==> src/hdl/bzc_pkg.sv <==
// types, constants and helper functions of the commutation sequencer
package bzc_pkg;

    typedef enum logic [1:0] {
        PH_IDLE  = 2'd0,
        PH_BLANK = 2'd1,
        PH_WATCH = 2'd2,
        PH_PEND  = 2'd3
    } phase_t;

    typedef enum logic [1:0] {
        OP_ENABLE  = 2'd0,
        OP_TIMER   = 2'd1,
        OP_CROSS   = 2'd2,
        OP_DISABLE = 2'd3
    } op_t;

    typedef enum logic [2:0] {
        CFG_BLANK_PCT  = 3'd0,
        CFG_DEADBAND   = 3'd1,
        CFG_MIN_STEP   = 3'd2,
        CFG_MISS_LIMIT = 3'd3,
        CFG_STEP_TABLE = 3'd4
    } cfg_idx_t;

    localparam int S_DATA_W = 80;
    localparam int M_DATA_W = 112;

    localparam logic [6:0]  BLANK_PCT_RST  = 7'd15;
    localparam logic [11:0] DEADBAND_RST   = 12'd20;
    localparam logic [31:0] MIN_STEP_RST   = 32'd100;
    localparam logic [7:0]  MISS_LIMIT_RST = 8'd3;
    localparam logic [17:0] STEP_TABLE_RST = 18'd21766;

    localparam logic [11:0] THRESH_MAX = 12'd4095;
    localparam logic [32:0] BLANK_MIN  = 33'd100;
    localparam logic [31:0] DELAY_MIN  = 32'd10;
    localparam logic [7:0]  MISS_SAT   = 8'd255;
    localparam logic [15:0] GOOD_SAT   = 16'hFFFF;
    localparam logic [2:0]  LAST_STEP  = 3'd5;

    // ceil(2^35/25) for a 30-bit dividend, ceil(2^17/25) for a 12-bit dividend
    localparam logic [30:0] RECIP25_BIG   = 31'd1374389535;
    localparam logic [12:0] RECIP25_SMALL = 13'd5243;
    localparam logic [31:0] HUNDRED       = 32'd100;

    typedef struct packed {
        phase_t      phase;
        logic [2:0]  step;
        logic        load;
        logic        blank_sel;
        logic [32:0] ticks;
        logic        stop;
        logic [1:0]  flt;
        logic [11:0] thr;
        logic        rising;
        logic        arm;
        logic        fallback;
        logic [31:0] period;
        logic [15:0] good;
    } res_t;

    function automatic logic [2:0] entry_of(input logic [17:0] tbl, input logic [2:0] s);
        logic [2:0] e;
        unique case (s)
            3'd0:    e = tbl[2:0];
            3'd1:    e = tbl[5:3];
            3'd2:    e = tbl[8:6];
            3'd3:    e = tbl[11:9];
            3'd4:    e = tbl[14:12];
            3'd5:    e = tbl[17:15];
            3'd6:    e = tbl[2:0];
            default: e = tbl[5:3];
        endcase
        return e;
    endfunction

    function automatic logic [1:0] float_of(input logic [2:0] e);
        return (e[1:0] == 2'd3) ? 2'd2 : e[1:0];
    endfunction

    function automatic logic [2:0] step_inc(input logic [2:0] s);
        return (s >= LAST_STEP) ? 3'd0 : s + 3'd1;
    endfunction

endpackage

==> src/hdl/bzc_pipe.sv <==
// result pipeline: blanking delay arithmetic and output register with backpressure
module bzc_pipe import bzc_pkg::*; (
    input  logic                aclk,
    input  logic                aresetn,
    input  logic                in_valid,
    output logic                in_ready,
    input  res_t                in_res,
    input  logic [6:0]          blank_pct,
    output logic                m_tvalid,
    input  logic                m_tready,
    output logic [M_DATA_W-1:0] m_tdata
);

    logic v1_reg, v2_reg, v3_reg, v4_reg, vo_reg;
    logic adv1, adv2, adv3, adv4, advo;
    res_t res1_reg, res2_reg, res3_reg, res4_reg, out_reg, out_next;

    logic [60:0] prod_reg, prod_next;
    logic [25:0] q_reg, q_next;
    logic [6:0]  r_reg, r_next;
    logic [31:0] r_full;
    logic [32:0] bq_reg, bq_next;
    logic [13:0] br_reg, br_next;
    logic [24:0] small_prod;
    logic [32:0] blank_sum, blank_fin;

    assign advo     = !vo_reg || m_tready;
    assign adv4     = !v4_reg || advo;
    assign adv3     = !v3_reg || adv4;
    assign adv2     = !v2_reg || adv3;
    assign adv1     = !v1_reg || adv2;
    assign in_ready = adv1;

    // period*pct/100 = pct*(period/100) + pct*(period%100)/100
    assign prod_next  = 61'(res1_reg.period[31:2]) * 61'(RECIP25_BIG);
    assign q_next     = prod_reg[60:35];
    assign r_full     = res2_reg.period - 32'(q_next) * HUNDRED;
    assign r_next     = r_full[6:0];
    assign bq_next    = 33'(q_reg) * 33'(blank_pct);
    assign br_next    = 14'(r_reg) * 14'(blank_pct);
    assign small_prod = 25'(br_reg[13:2]) * 25'(RECIP25_SMALL);
    assign blank_sum  = bq_reg + 33'(small_prod[24:17]);
    assign blank_fin  = (blank_sum < BLANK_MIN) ? BLANK_MIN : blank_sum;

    always_comb begin
        out_next = res4_reg;
        if (res4_reg.blank_sel) begin
            out_next.ticks = blank_fin;
        end
    end

    always_ff @(posedge aclk) begin
        if (!aresetn) begin
            v1_reg <= 1'b0;
            v2_reg <= 1'b0;
            v3_reg <= 1'b0;
            v4_reg <= 1'b0;
            vo_reg <= 1'b0;
        end else begin
            if (adv1) v1_reg <= in_valid;
            if (adv2) v2_reg <= v1_reg;
            if (adv3) v3_reg <= v2_reg;
            if (adv4) v4_reg <= v3_reg;
            if (advo) vo_reg <= v4_reg;
        end
    end

    always_ff @(posedge aclk) begin
        if (adv1) begin
            res1_reg <= in_res;
        end
        if (adv2) begin
            res2_reg <= res1_reg;
            prod_reg <= prod_next;
        end
        if (adv3) begin
            res3_reg <= res2_reg;
            q_reg    <= q_next;
            r_reg    <= r_next;
        end
        if (adv4) begin
            res4_reg <= res3_reg;
            bq_reg   <= bq_next;
            br_reg   <= br_next;
        end
        if (advo) begin
            out_reg <= out_next;
        end
    end

    assign m_tvalid = vo_reg;
    assign m_tdata  = {7'd0, out_reg.good, out_reg.period, out_reg.fallback, out_reg.arm,
                       out_reg.rising, out_reg.thr, out_reg.flt, out_reg.stop,
                       out_reg.ticks, out_reg.load, out_reg.step, out_reg.phase};

endmodule

==> src/hdl/bemf_zero_cross_commutation_sequencer.sv <==
// top level of the sensorless six-step commutation sequencer
//
// Events enter on the s_ channel: s_tuser carries the event code (enable,
// timer expired, comparator crossing, disable) and s_tdata the timestamp,
// zero-crossing threshold, seed period and start step. Every accepted
// request yields exactly one result on the m_ channel with the phase, step,
// one-shot timer command, comparator setup, filtered period and good count.
// The sequencer state is updated at the edge that accepts the request, so a
// new event may follow in the very next cycle: throughput is one request
// per clock while s_tready is high. A result passes the pipeline stages and
// the output register before m_tvalid rises; the blanking-delay path sets the
// depth, dividing period*percent by 100 with two reciprocal multiplies.
// When the receiver stalls, results collect in the pipeline stages and
// s_tready drops only once all of them are full. Registers are written on
// the cfg_ channel, which is always ready; write them only while idle.
// Synchronous active-low reset puts the sequencer in idle with all counters,
// period and threshold at zero and the registers at their default values.
module bemf_zero_cross_commutation_sequencer import bzc_pkg::*; (
    input  logic                aclk,
    input  logic                aresetn,
    input  logic                s_tvalid,
    output logic                s_tready,
    // timestamp[31:0], zc_threshold[43:32], seed_period[75:44], start_step[78:76]
    input  logic [S_DATA_W-1:0] s_tdata,
    // op[1:0]
    input  logic [1:0]          s_tuser,
    output logic                m_tvalid,
    input  logic                m_tready,
    // phase_now[1:0], current_step_out[4:2], timer_load[5], timer_ticks[38:6],
    // timer_stop[39], float_phase[41:40], cmp_threshold[53:42], cmp_rising[54],
    // cmp_arm[55], fallback[56], period_out[88:57], good_count_out[104:89]
    output logic [M_DATA_W-1:0] m_tdata,
    input  logic                cfg_valid,
    output logic                cfg_ready,
    input  logic [2:0]          cfg_index,
    input  logic [31:0]         cfg_data
);

    logic [6:0]  blank_pct_reg;
    logic [11:0] deadband_reg;
    logic [31:0] min_step_reg;
    logic [7:0]  miss_limit_reg;
    logic [17:0] step_table_reg;

    phase_t      phase_reg, phase_next;
    logic [2:0]  step_reg, step_next;
    logic [31:0] period_reg, period_next;
    logic [31:0] last_cross_reg, last_cross_next;
    logic [15:0] good_reg, good_next;
    logic [7:0]  miss_reg, miss_next;
    logic [11:0] thr_hold_reg, thr_hold_next;

    logic        acc;
    op_t         op;
    logic [31:0] ts;
    logic [11:0] zc;
    logic [31:0] seed;
    logic [2:0]  st;
    logic [2:0]  st_wrap, step_cmt, ent_cmt, ent_now;
    logic [12:0] thr_sum;
    logic [11:0] thr_cmt;
    logic [7:0]  miss_inc;
    logic [15:0] good_dec, good_inc;
    logic [31:0] interval, np, np_clamp, half;
    logic [33:0] np_sum;
    logic [31:0] delay;
    logic        do_cmt;
    res_t        res;

    assign cfg_ready = 1'b1;

    always_ff @(posedge aclk) begin
        if (!aresetn) begin
            blank_pct_reg  <= BLANK_PCT_RST;
            deadband_reg   <= DEADBAND_RST;
            min_step_reg   <= MIN_STEP_RST;
            miss_limit_reg <= MISS_LIMIT_RST;
            step_table_reg <= STEP_TABLE_RST;
        end else if (cfg_valid) begin
            unique case (cfg_index)
                CFG_BLANK_PCT:  blank_pct_reg  <= cfg_data[6:0];
                CFG_DEADBAND:   deadband_reg   <= cfg_data[11:0];
                CFG_MIN_STEP:   min_step_reg   <= cfg_data;
                CFG_MISS_LIMIT: miss_limit_reg <= cfg_data[7:0];
                CFG_STEP_TABLE: step_table_reg <= cfg_data[17:0];
                default: ;
            endcase
        end
    end

    assign acc  = s_tvalid && s_tready;
    assign op   = op_t'(s_tuser);
    assign ts   = s_tdata[31:0];
    assign zc   = s_tdata[43:32];
    assign seed = s_tdata[75:44];
    assign st   = s_tdata[78:76];

    assign st_wrap  = (st > LAST_STEP) ? st - 3'd6 : st;
    assign step_cmt = (op == OP_ENABLE) ? st_wrap : step_inc(step_reg);
    assign ent_cmt  = entry_of(step_table_reg, step_cmt);
    assign thr_sum  = {1'b0, zc} + {1'b0, deadband_reg};

    // rising edge raises the threshold, falling edge lowers it
    always_comb begin
        if (ent_cmt[2]) begin
            thr_cmt = (thr_sum < {1'b0, THRESH_MAX}) ? thr_sum[11:0] : THRESH_MAX;
        end else begin
            thr_cmt = (zc > deadband_reg) ? zc - deadband_reg : 12'd0;
        end
    end

    assign miss_inc = (miss_reg < MISS_SAT) ? miss_reg + 8'd1 : miss_reg;
    assign good_dec = (good_reg != 16'd0) ? good_reg - 16'd1 : good_reg;
    assign good_inc = (good_reg < GOOD_SAT) ? good_reg + 16'd1 : good_reg;

    // filtered period (3*old + interval)/4
    assign interval = ts - last_cross_reg;
    assign np_sum   = {2'b00, period_reg} + {1'b0, period_reg, 1'b0} + {2'b00, interval};
    assign np       = np_sum[33:2];
    assign np_clamp = (np < min_step_reg) ? min_step_reg : np;
    assign half     = {1'b0, np_clamp[31:1]};
    assign delay    = (half < DELAY_MIN) ? DELAY_MIN : half;

    always_comb begin
        phase_next      = phase_reg;
        step_next       = step_reg;
        period_next     = period_reg;
        last_cross_next = last_cross_reg;
        good_next       = good_reg;
        miss_next       = miss_reg;
        thr_hold_next   = thr_hold_reg;
        do_cmt          = 1'b0;
        res             = '0;
        if (acc) begin
            unique case (op)
                OP_ENABLE: begin
                    good_next       = 16'd0;
                    miss_next       = 8'd0;
                    period_next     = seed;
                    last_cross_next = ts;
                    step_next       = st_wrap;
                    do_cmt          = 1'b1;
                end
                OP_TIMER: begin
                    unique case (phase_reg)
                        PH_BLANK: begin
                            phase_next = PH_WATCH;
                            res.load   = 1'b1;
                            res.ticks  = {period_reg, 1'b0};
                        end
                        PH_WATCH: begin
                            miss_next = miss_inc;
                            good_next = good_dec;
                            if (miss_inc >= miss_limit_reg) begin
                                phase_next   = PH_IDLE;
                                res.stop     = 1'b1;
                                res.fallback = 1'b1;
                            end else begin
                                step_next = step_cmt;
                                do_cmt    = 1'b1;
                            end
                        end
                        PH_PEND: begin
                            step_next = step_cmt;
                            do_cmt    = 1'b1;
                        end
                        PH_IDLE: ;
                    endcase
                end
                OP_CROSS: begin
                    if (phase_reg == PH_WATCH) begin
                        period_next     = np_clamp;
                        last_cross_next = ts;
                        good_next       = good_inc;
                        miss_next       = 8'd0;
                        phase_next      = PH_PEND;
                        res.stop        = 1'b1;
                        res.load        = 1'b1;
                        res.ticks       = {1'b0, delay};
                    end
                end
                OP_DISABLE: begin
                    phase_next   = PH_IDLE;
                    res.stop     = 1'b1;
                    res.fallback = 1'b1;
                end
            endcase
            if (do_cmt) begin
                thr_hold_next = thr_cmt;
                phase_next    = PH_BLANK;
                res.load      = 1'b1;
                res.blank_sel = 1'b1;
            end
        end
        res.phase  = phase_next;
        res.step   = step_next;
        res.flt    = float_of(ent_now);
        res.rising = ent_now[2];
        res.thr    = thr_hold_next;
        res.arm    = (phase_next == PH_WATCH);
        res.period = period_next;
        res.good   = good_next;
    end

    assign ent_now = entry_of(step_table_reg, step_next);

    always_ff @(posedge aclk) begin
        if (!aresetn) begin
            phase_reg      <= PH_IDLE;
            step_reg       <= 3'd0;
            period_reg     <= 32'd0;
            last_cross_reg <= 32'd0;
            good_reg       <= 16'd0;
            miss_reg       <= 8'd0;
            thr_hold_reg   <= 12'd0;
        end else begin
            phase_reg      <= phase_next;
            step_reg       <= step_next;
            period_reg     <= period_next;
            last_cross_reg <= last_cross_next;
            good_reg       <= good_next;
            miss_reg       <= miss_next;
            thr_hold_reg   <= thr_hold_next;
        end
    end

    bzc_pipe u_pipe (
        .aclk      (aclk),
        .aresetn   (aresetn),
        .in_valid  (acc),
        .in_ready  (s_tready),
        .in_res    (res),
        .blank_pct (blank_pct_reg),
        .m_tvalid  (m_tvalid),
        .m_tready  (m_tready),
        .m_tdata   (m_tdata)
    );

endmodule

==> config.mk <==
export PLATFORM = sky130hd
export DESIGN_NAME = bemf_zero_cross_commutation_sequencer
export DESIGN_NICKNAME = d
export VERILOG_FILES = /design/src/hdl/bzc_pkg.sv /design/src/hdl/bzc_pipe.sv /design/src/hdl/bemf_zero_cross_commutation_sequencer.sv
export SDC_FILE = /design/constraint.sdc
export NUM_CORES = 2
export LEC_CHECK = 0
export ABC_AREA = 1
export BUFFER_PORTS_ARGS = -buffer_cell sky130_fd_sc_hd__buf_2
export CAP_MARGIN = 20
export CELL_PAD_IN_SITES_DETAIL_PLACEMENT = 0
export CELL_PAD_IN_SITES_GLOBAL_PLACEMENT = 1
export CORE_ASPECT_RATIO = 0.7
export CORE_UTILIZATION = 45
export DETAILED_ROUTE_END_ITERATION = 7
export PLACE_DENSITY = 0.72
export SETUP_SLACK_MARGIN = 0.02
export SLEW_MARGIN = 20
export SYNTH_ARGS = -nofsm -noshare
export SYNTH_HDL_FRONTEND = slang
export SYNTH_SLANG_ARGS = --single-unit
==> constraint.sdc <==
create_clock -name aclk -period 17.7 [get_ports aclk]
set_input_delay 0.885 -clock aclk [delete_from_list [all_inputs] [get_ports aclk]]
set_output_delay 0.885 -clock aclk [all_outputs]
set_load 0.1 [all_outputs]
# Word-level counts from Yosys, hierarchy flattened
# Cells that the tools add are included.
# Widths: inputs -> output; s select.
# op_classes
add_sub_neg,12
n_mul,5
order_cmp,10
n_eq_ne,24
muxes,54
n_reduce_logical,27
# op_table
op,count
$mux 32,5
$pmux 32 s2,2
$mux 33,3
$mux 16,5
$pmux 33 s2,1
$mul 30x31->61 const B,1
$mux 12,5
$pmux 16 s3,1
$add 32x33->34,1
$add 34x32->34,1
$add 33x8->33,1
$lt 33x7->1 const B,1
$mul 26x7->33,1
$lt 32x32->1,1
$sub 32x32->32,1
$lt 31x4->1 const B,1
$mux 31,1
$pmux 3 s5,2
$mul 26x5->5 const B,1
$mul 12x13->25 const B,1
$mux 8,3
$pmux 8 s3,1
$eq 3x3->1 const B,7
$eq 3x2->1 const B,6
40 further kinds,79
# totals
regBits,857
inputBits,122
output_inout_bits,115
word_cells,218

# Logic depth before layout (Yosys ltp)
# logic_depth
ltp_word,12
depth_mapped,46
depth_no_buf,44

# Cells and area by module
# From an unflattened synthesis, not the netlist that was laid out.
# unflattened
cells_unflattened,6862
area_unflattened_um2,63717.4
# modules_own_cells
mod,instances,cells_each,area_per_inst_um2,seq_area_each_um2
bzc_pipe,1,4243,47145.2,19048.3
bemf_zero_cross_commutation_sequencer,1,2619,16572.1,3643.5

# Worst setup path after synthesis
# No wires, ideal clock.
# synth_timing
path_type,register -> output
start,register u_pipe.vo_reg (netlist: u_pipe.m_tvalid)
end,output s_tready
t_arrival_ps,6099
required_ps,16815
slack_ps,10716
stages_incl_launch_ff,6
n_path_buf,0
cell_sequence,dfxtp_1 -> inv_1 -> nor2_4 -> nand4_2 -> nor2_2 -> inv_1
# synth_via
elab_chain_len,6
# synth_rtl
item,line_no,text
"start, declared",bzc_pipe.sv:14,"logic v1_reg, v2_reg, v3_reg, v4_reg, vo_reg;"
"start signal, assigned",bzc_pipe.sv:64,if (advo) vo_reg <= v4_reg;
$logic_not 1->1,bzc_pipe.sv:27,assign advo = !vo_reg || m_tready;
$logic_or 1x1->1,bzc_pipe.sv:27,
$logic_or 1x1->1,bzc_pipe.sv:28,assign adv4 = !v4_reg || advo;
$logic_or 1x1->1,bzc_pipe.sv:29,assign adv3 = !v3_reg || adv4;
$logic_or 1x1->1,bzc_pipe.sv:30,assign adv2 = !v2_reg || adv3;
named net u_pipe.adv2,bzc_pipe.sv:15,"logic adv1, adv2, adv3, adv4, advo;"
$logic_or 1x1->1,bzc_pipe.sv:31,assign adv1 = !v1_reg || adv2;
"end, declared",bemf_zero_cross_commutation_sequencer.sv:22,"output logic s_tready,"
# The timed path passes the listed nets, and every way through them passes these cells.

# Final worst setup path
# layout_timing
start,input s_tdata[0]
end,"register u_pipe.res1_reg[68] (netlist bit), data pin"
# layout_via
elab_chain_len,8
# layout_rtl
item,line_no,text
"start, declared",bemf_zero_cross_commutation_sequencer.sv:24,"input logic [S_DATA_W-1:0] s_tdata,"
$sub 32x32->32 *,bemf_zero_cross_commutation_sequencer.sv:117,assign interval = ts - last_cross_reg;
$add 34x32->34 *,bemf_zero_cross_commutation_sequencer.sv:118,"assign np_sum = {2'b00, period_reg} + {1'b0, period_reg, 1'b0} + {2'b00, interval};"
$lt 32x32->1,bemf_zero_cross_commutation_sequencer.sv:120,assign np_clamp = (np < min_step_reg) ? min_step_reg : np;
$mux 32 *,bemf_zero_cross_commutation_sequencer.sv:120,
$lt 31x4->1,bemf_zero_cross_commutation_sequencer.sv:122,assign delay = (half < DELAY_MIN) ? DELAY_MIN : half;
$mux 31 *,bemf_zero_cross_commutation_sequencer.sv:122,
$mux 32 *,bemf_zero_cross_commutation_sequencer.sv:171,if (phase_reg == PH_WATCH) begin
$pmux 33 s2 *,bemf_zero_cross_commutation_sequencer.sv:135,unique case (op)
"end signal, assigned",bzc_pipe.sv:70,res1_reg <= in_res;
"end, declared",bzc_pipe.sv:16,"res_t res1_reg, res2_reg, res3_reg, res4_reg, out_reg, out_next;"
# Every way passes the cells marked *; elsewhere a longest branch is shown, timed or not.
# A chain may end at the register's enable or synchronous reset.

==> summary.log <==
INFO  cts            clock_tree.root_cell=clkbuf_16
INFO  cts            cts-root-to-sink-buffers=3
INFO  logic_synthesis synth-edff-count=631
INFO  critical_path  critical_path_required=18.16ns
INFO  global_route   grt_max_degree=86
INFO  routing        drt_pass1_iterations=8
INFO  critical_path  critPathSlowestCell=a21boi_1
INFO  sta            fin_crit_sh=50.0%
INFO  critical_path  maximum_fanout_encountered_on_the_critical_timing_path=38
INFO  place          hpwl_reported_at_the_end_of_detailed_placement=150000um
INFO  global_route   congestion_overflow_gr=0
INFO  critical_path  critical_path_class=in -> reg
INFO  routing        drt-total-wl=184000um
INFO  sta            tightest_slew=1.08ns
INFO  place          dpl_cell_area=65600um^2
INFO  layout         postLayoutCellArea=68500um^2
INFO  logic_synthesis yosys_warnings=0
INFO  cts            worst_setup_hold_path_clk_slew=0.07ns
INFO  layout         area_growth=9.90%
INFO  sta            setup-violations-final=0
INFO  sta            clock.fmax=0.113GHz
INFO  global_route   grt_first_pass_wirelength=272000um
INFO  critical_path  setup.worst_path.start=s_tdata[0]
INFO  layout         finalNetCount=8094
INFO  cts            cts_sinks=818
INFO  layout         count_of_filler_cells_inserted_in_the_layout=12875
INFO  logic_synthesis synthFlopType=edfxtp_1
INFO  critical_path  timing.critical_path.to_type=flip-flop
INFO  cts            cts_tree=built
INFO  sta            period_minus_slack=8.86ns
INFO  floorplanning  pin_count=237
INFO  min_path       worstHoldPathCells=0
INFO  cts            ctsResizeCount=0
INFO  routing        drt-wirelength-per-cell=21.2um
INFO  critical_path  crit_path_max_incr_delay=0.51ns
INFO  status         status=finished, violations left
INFO  logic_synthesis synth-seq-cells=818
INFO  status         violations=DRC
INFO  global_route   via_count_of_the_first_global_routing_pass=43147
INFO  place          preCtsSetupSlack=8.11ns
INFO  floorplanning  floorplan.die.height=313um
INFO  routing        antenna_violating_nets_post_route=0
INFO  min_path       hp-class=reg -> reg
INFO  logic_synthesis synth.yosys.seq_area_share=36.4%
INFO  critical_path  crit_path_start_kind=primary input
INFO  routing        detail_route.iter0.violations=3782
INFO  floorplanning  start_util=45.6%
INFO  floorplanning  fp.coreArea=137000um^2
INFO  global_route   track_usage=26.3%
INFO  sta            fin_skew=0.0400ns
INFO  logic_synthesis syn_avg_cell_area=9.56um^2
INFO  cts            clock_insertion_delay_worst_skew=0.72ns
INFO  cts            ctsHtreeMaxLevel=3
INFO  layout         post_route_cells_drive_above_1_share=6.96%
INFO  sta            timing.slew.headroom=28.3%
INFO  logic_synthesis postSynth.asyncResetShare=0%
INFO  sta            rsz0062_at_grt=false
INFO  place          gp_congestion=0.983
INFO  critical_path  worstReg2RegStart=last_cross_reg[0]
INFO  critical_path  crit_top_cell=nand2_1
INFO  floorplanning  die-area=140000um^2
INFO  sta            final_hold_violations=0
INFO  routing        via_count=44474
INFO  place          portBuffers=227
INFO  global_route   grt_antenna_before_repair=27
INFO  floorplanning  die_w=447um
INFO  job            drv_cap=0
INFO  logic_synthesis netlist_area=62300um^2
INFO  critical_path  worst-endpoint-arrival=9.31ns
INFO  floorplanning  row_count=113
INFO  layout         utilization=50.2%
INFO  sta            fin_setup_tns=0ns
INFO  routing        drt_drc=8
INFO  critical_path  ff2ff_path_depth=40
INFO  logic_synthesis syn-instance-count=6522
INFO  sta            timing_max_transition_violations_final=0
INFO  routing        viasPerCell=5.13
INFO  cts            post_cts_setup_repair_bufs=0
INFO  cts            hold_buffers=0
INFO  logic_synthesis synth.lib_cells_used.distinct=67
INFO  min_path       holdCritStartpoint=u_pipe.out_next[36]
INFO  sta            final_critical_path_setup_slack=8.84ns
INFO  cts            numCtsBuffers=82
[layer usage]
metal / vias up / global-route usage, % / part of all wire, %
met5: - / 0 / 0.038
met4: 12 / 6.32 / 2.2
met3: 201 / 9.12 / 10
met2: 1327 / 34.6 / 38
met1: 21469 / 40.6 / 49
li1: 21465 / - / -
[cell type report]
| type | count | area (um^2) | share of cell area, % |
|---|---|---|---|
| well taps | 1840 | 2300 | 3.36 |
| inverters | 1322 | 4970 | 7.25 |
| clock inverters | 48 | 703 | 1.03 |
| diodes | 8 | 20.0 | 0.0292 |
| repair buffers | 267 | 1440 | 2.10 |
| multi-input cells | 4260 | 34200 | 49.9 |
| clock buffers | 106 | 2190 | 3.20 |
| flip-flops and latches | 818 | 22700 | 33.1 |
[through the flow]
step                hold WS (ns)  cells
CTS                        0.398   8661
detailed placement         0.405   8507
floorplan                  0.400   6528
global placement           0.401   8507
finish                     0.407   8669
global route               0.412   8663
[critical path: cells and delay by family]
kind	cells	cell delay, ns
compound gates	9	2.39
xor+xnor	1	0.27
fa+ha+maj	5	1.73
buf+inv	5	0.80
simple gates	22	3.19
[synth_stat cells (4+ instances only)]
cell type	n	share of area [%]
buf_2	17	0.14
a31oi_1	19	0.19
o221ai_1	5	0.070
a211oi_1	5	0.060
nand2_2	8	0.080
nor2_1	374	2.3
inv_1	1312	7.9
o211ai_1	24	0.29
nand4_1	45	0.45
a21boi_0	7	0.084
nand3b_1	18	0.22
clkbuf_1	92	0.55
xnor2_1	49	0.69
nor3_1	41	0.33
ha_1	664	13
nand3_1	226	1.8
nand2_1	1223	7.4
o21bai_1	15	0.18
fa_1	557	18
dfxtp_1	187	6.0
a21oi_1	392	3.1
nor2_4	4	0.072
buf_1	6	0.036
a21o_1	22	0.26
o21a_1	21	0.25
nor4_1	15	0.15
a22oi_1	9	0.11
xor2_1	124	1.7
a2bb2oi_1	8	0.11
a21boi_1	6	0.072
and2_1	22	0.22
or2_2	20	0.20
o21ai_2	6	0.084
edfxtp_1	631	30
buf_4	8	0.096
o21ai_1	12	0.096
o21ai_0	247	2.0
inv_2	7	0.042
a221oi_1	22	0.31
nor2_2	6	0.060
[cells in the final DEF (no fill, tap or decap), types with 22 or more instances in the layout]
cell	Yosys	layout
edfxtp_1	631	631
xnor2_1	49	49
nor2_1	374	373
buf_4	8	41
ha_1	664	664
clkbuf_16	0	82
nor3_1	41	41
nand2_1	1223	1222
nand4_1	45	45
a221oi_1	22	22
dfxtp_1	187	187
o21ai_0	247	247
fa_1	557	557
and2_1	22	22
a21oi_1	392	391
xor2_1	124	124
inv_1	1312	1310
buf_2	17	226
nand3_1	226	225
o211ai_1	24	24
a21o_1	22	22
[final timing paths]
check,end,slack [ns]
max,u_pipe.res1_reg[68],8.84
min,u_pipe.m_tdata[77],0.41
max reg2reg,u_pipe.res1_reg[68],8.88
min reg2reg,u_pipe.m_tdata[77],0.41
[cells by family after synthesis]
family                   after synthesis  synth area share (%)
AO/OA/AOI/OAI                        838                  7.58
XOR/XNOR                             173                  2.43
adder cells (fa/ha/maj)             1221                  31.2
buffers and inverters               1450                  8.85
flip-flops                           818                  36.4
multiplexers                           1                0.0181
other                                  2                0.0120
AND/OR/NAND/NOR                     2019                  13.5
Power is left out: the tool's default activity adds up to more than one toggle a clock period on the data nets, which glitch-free logic cannot reach.
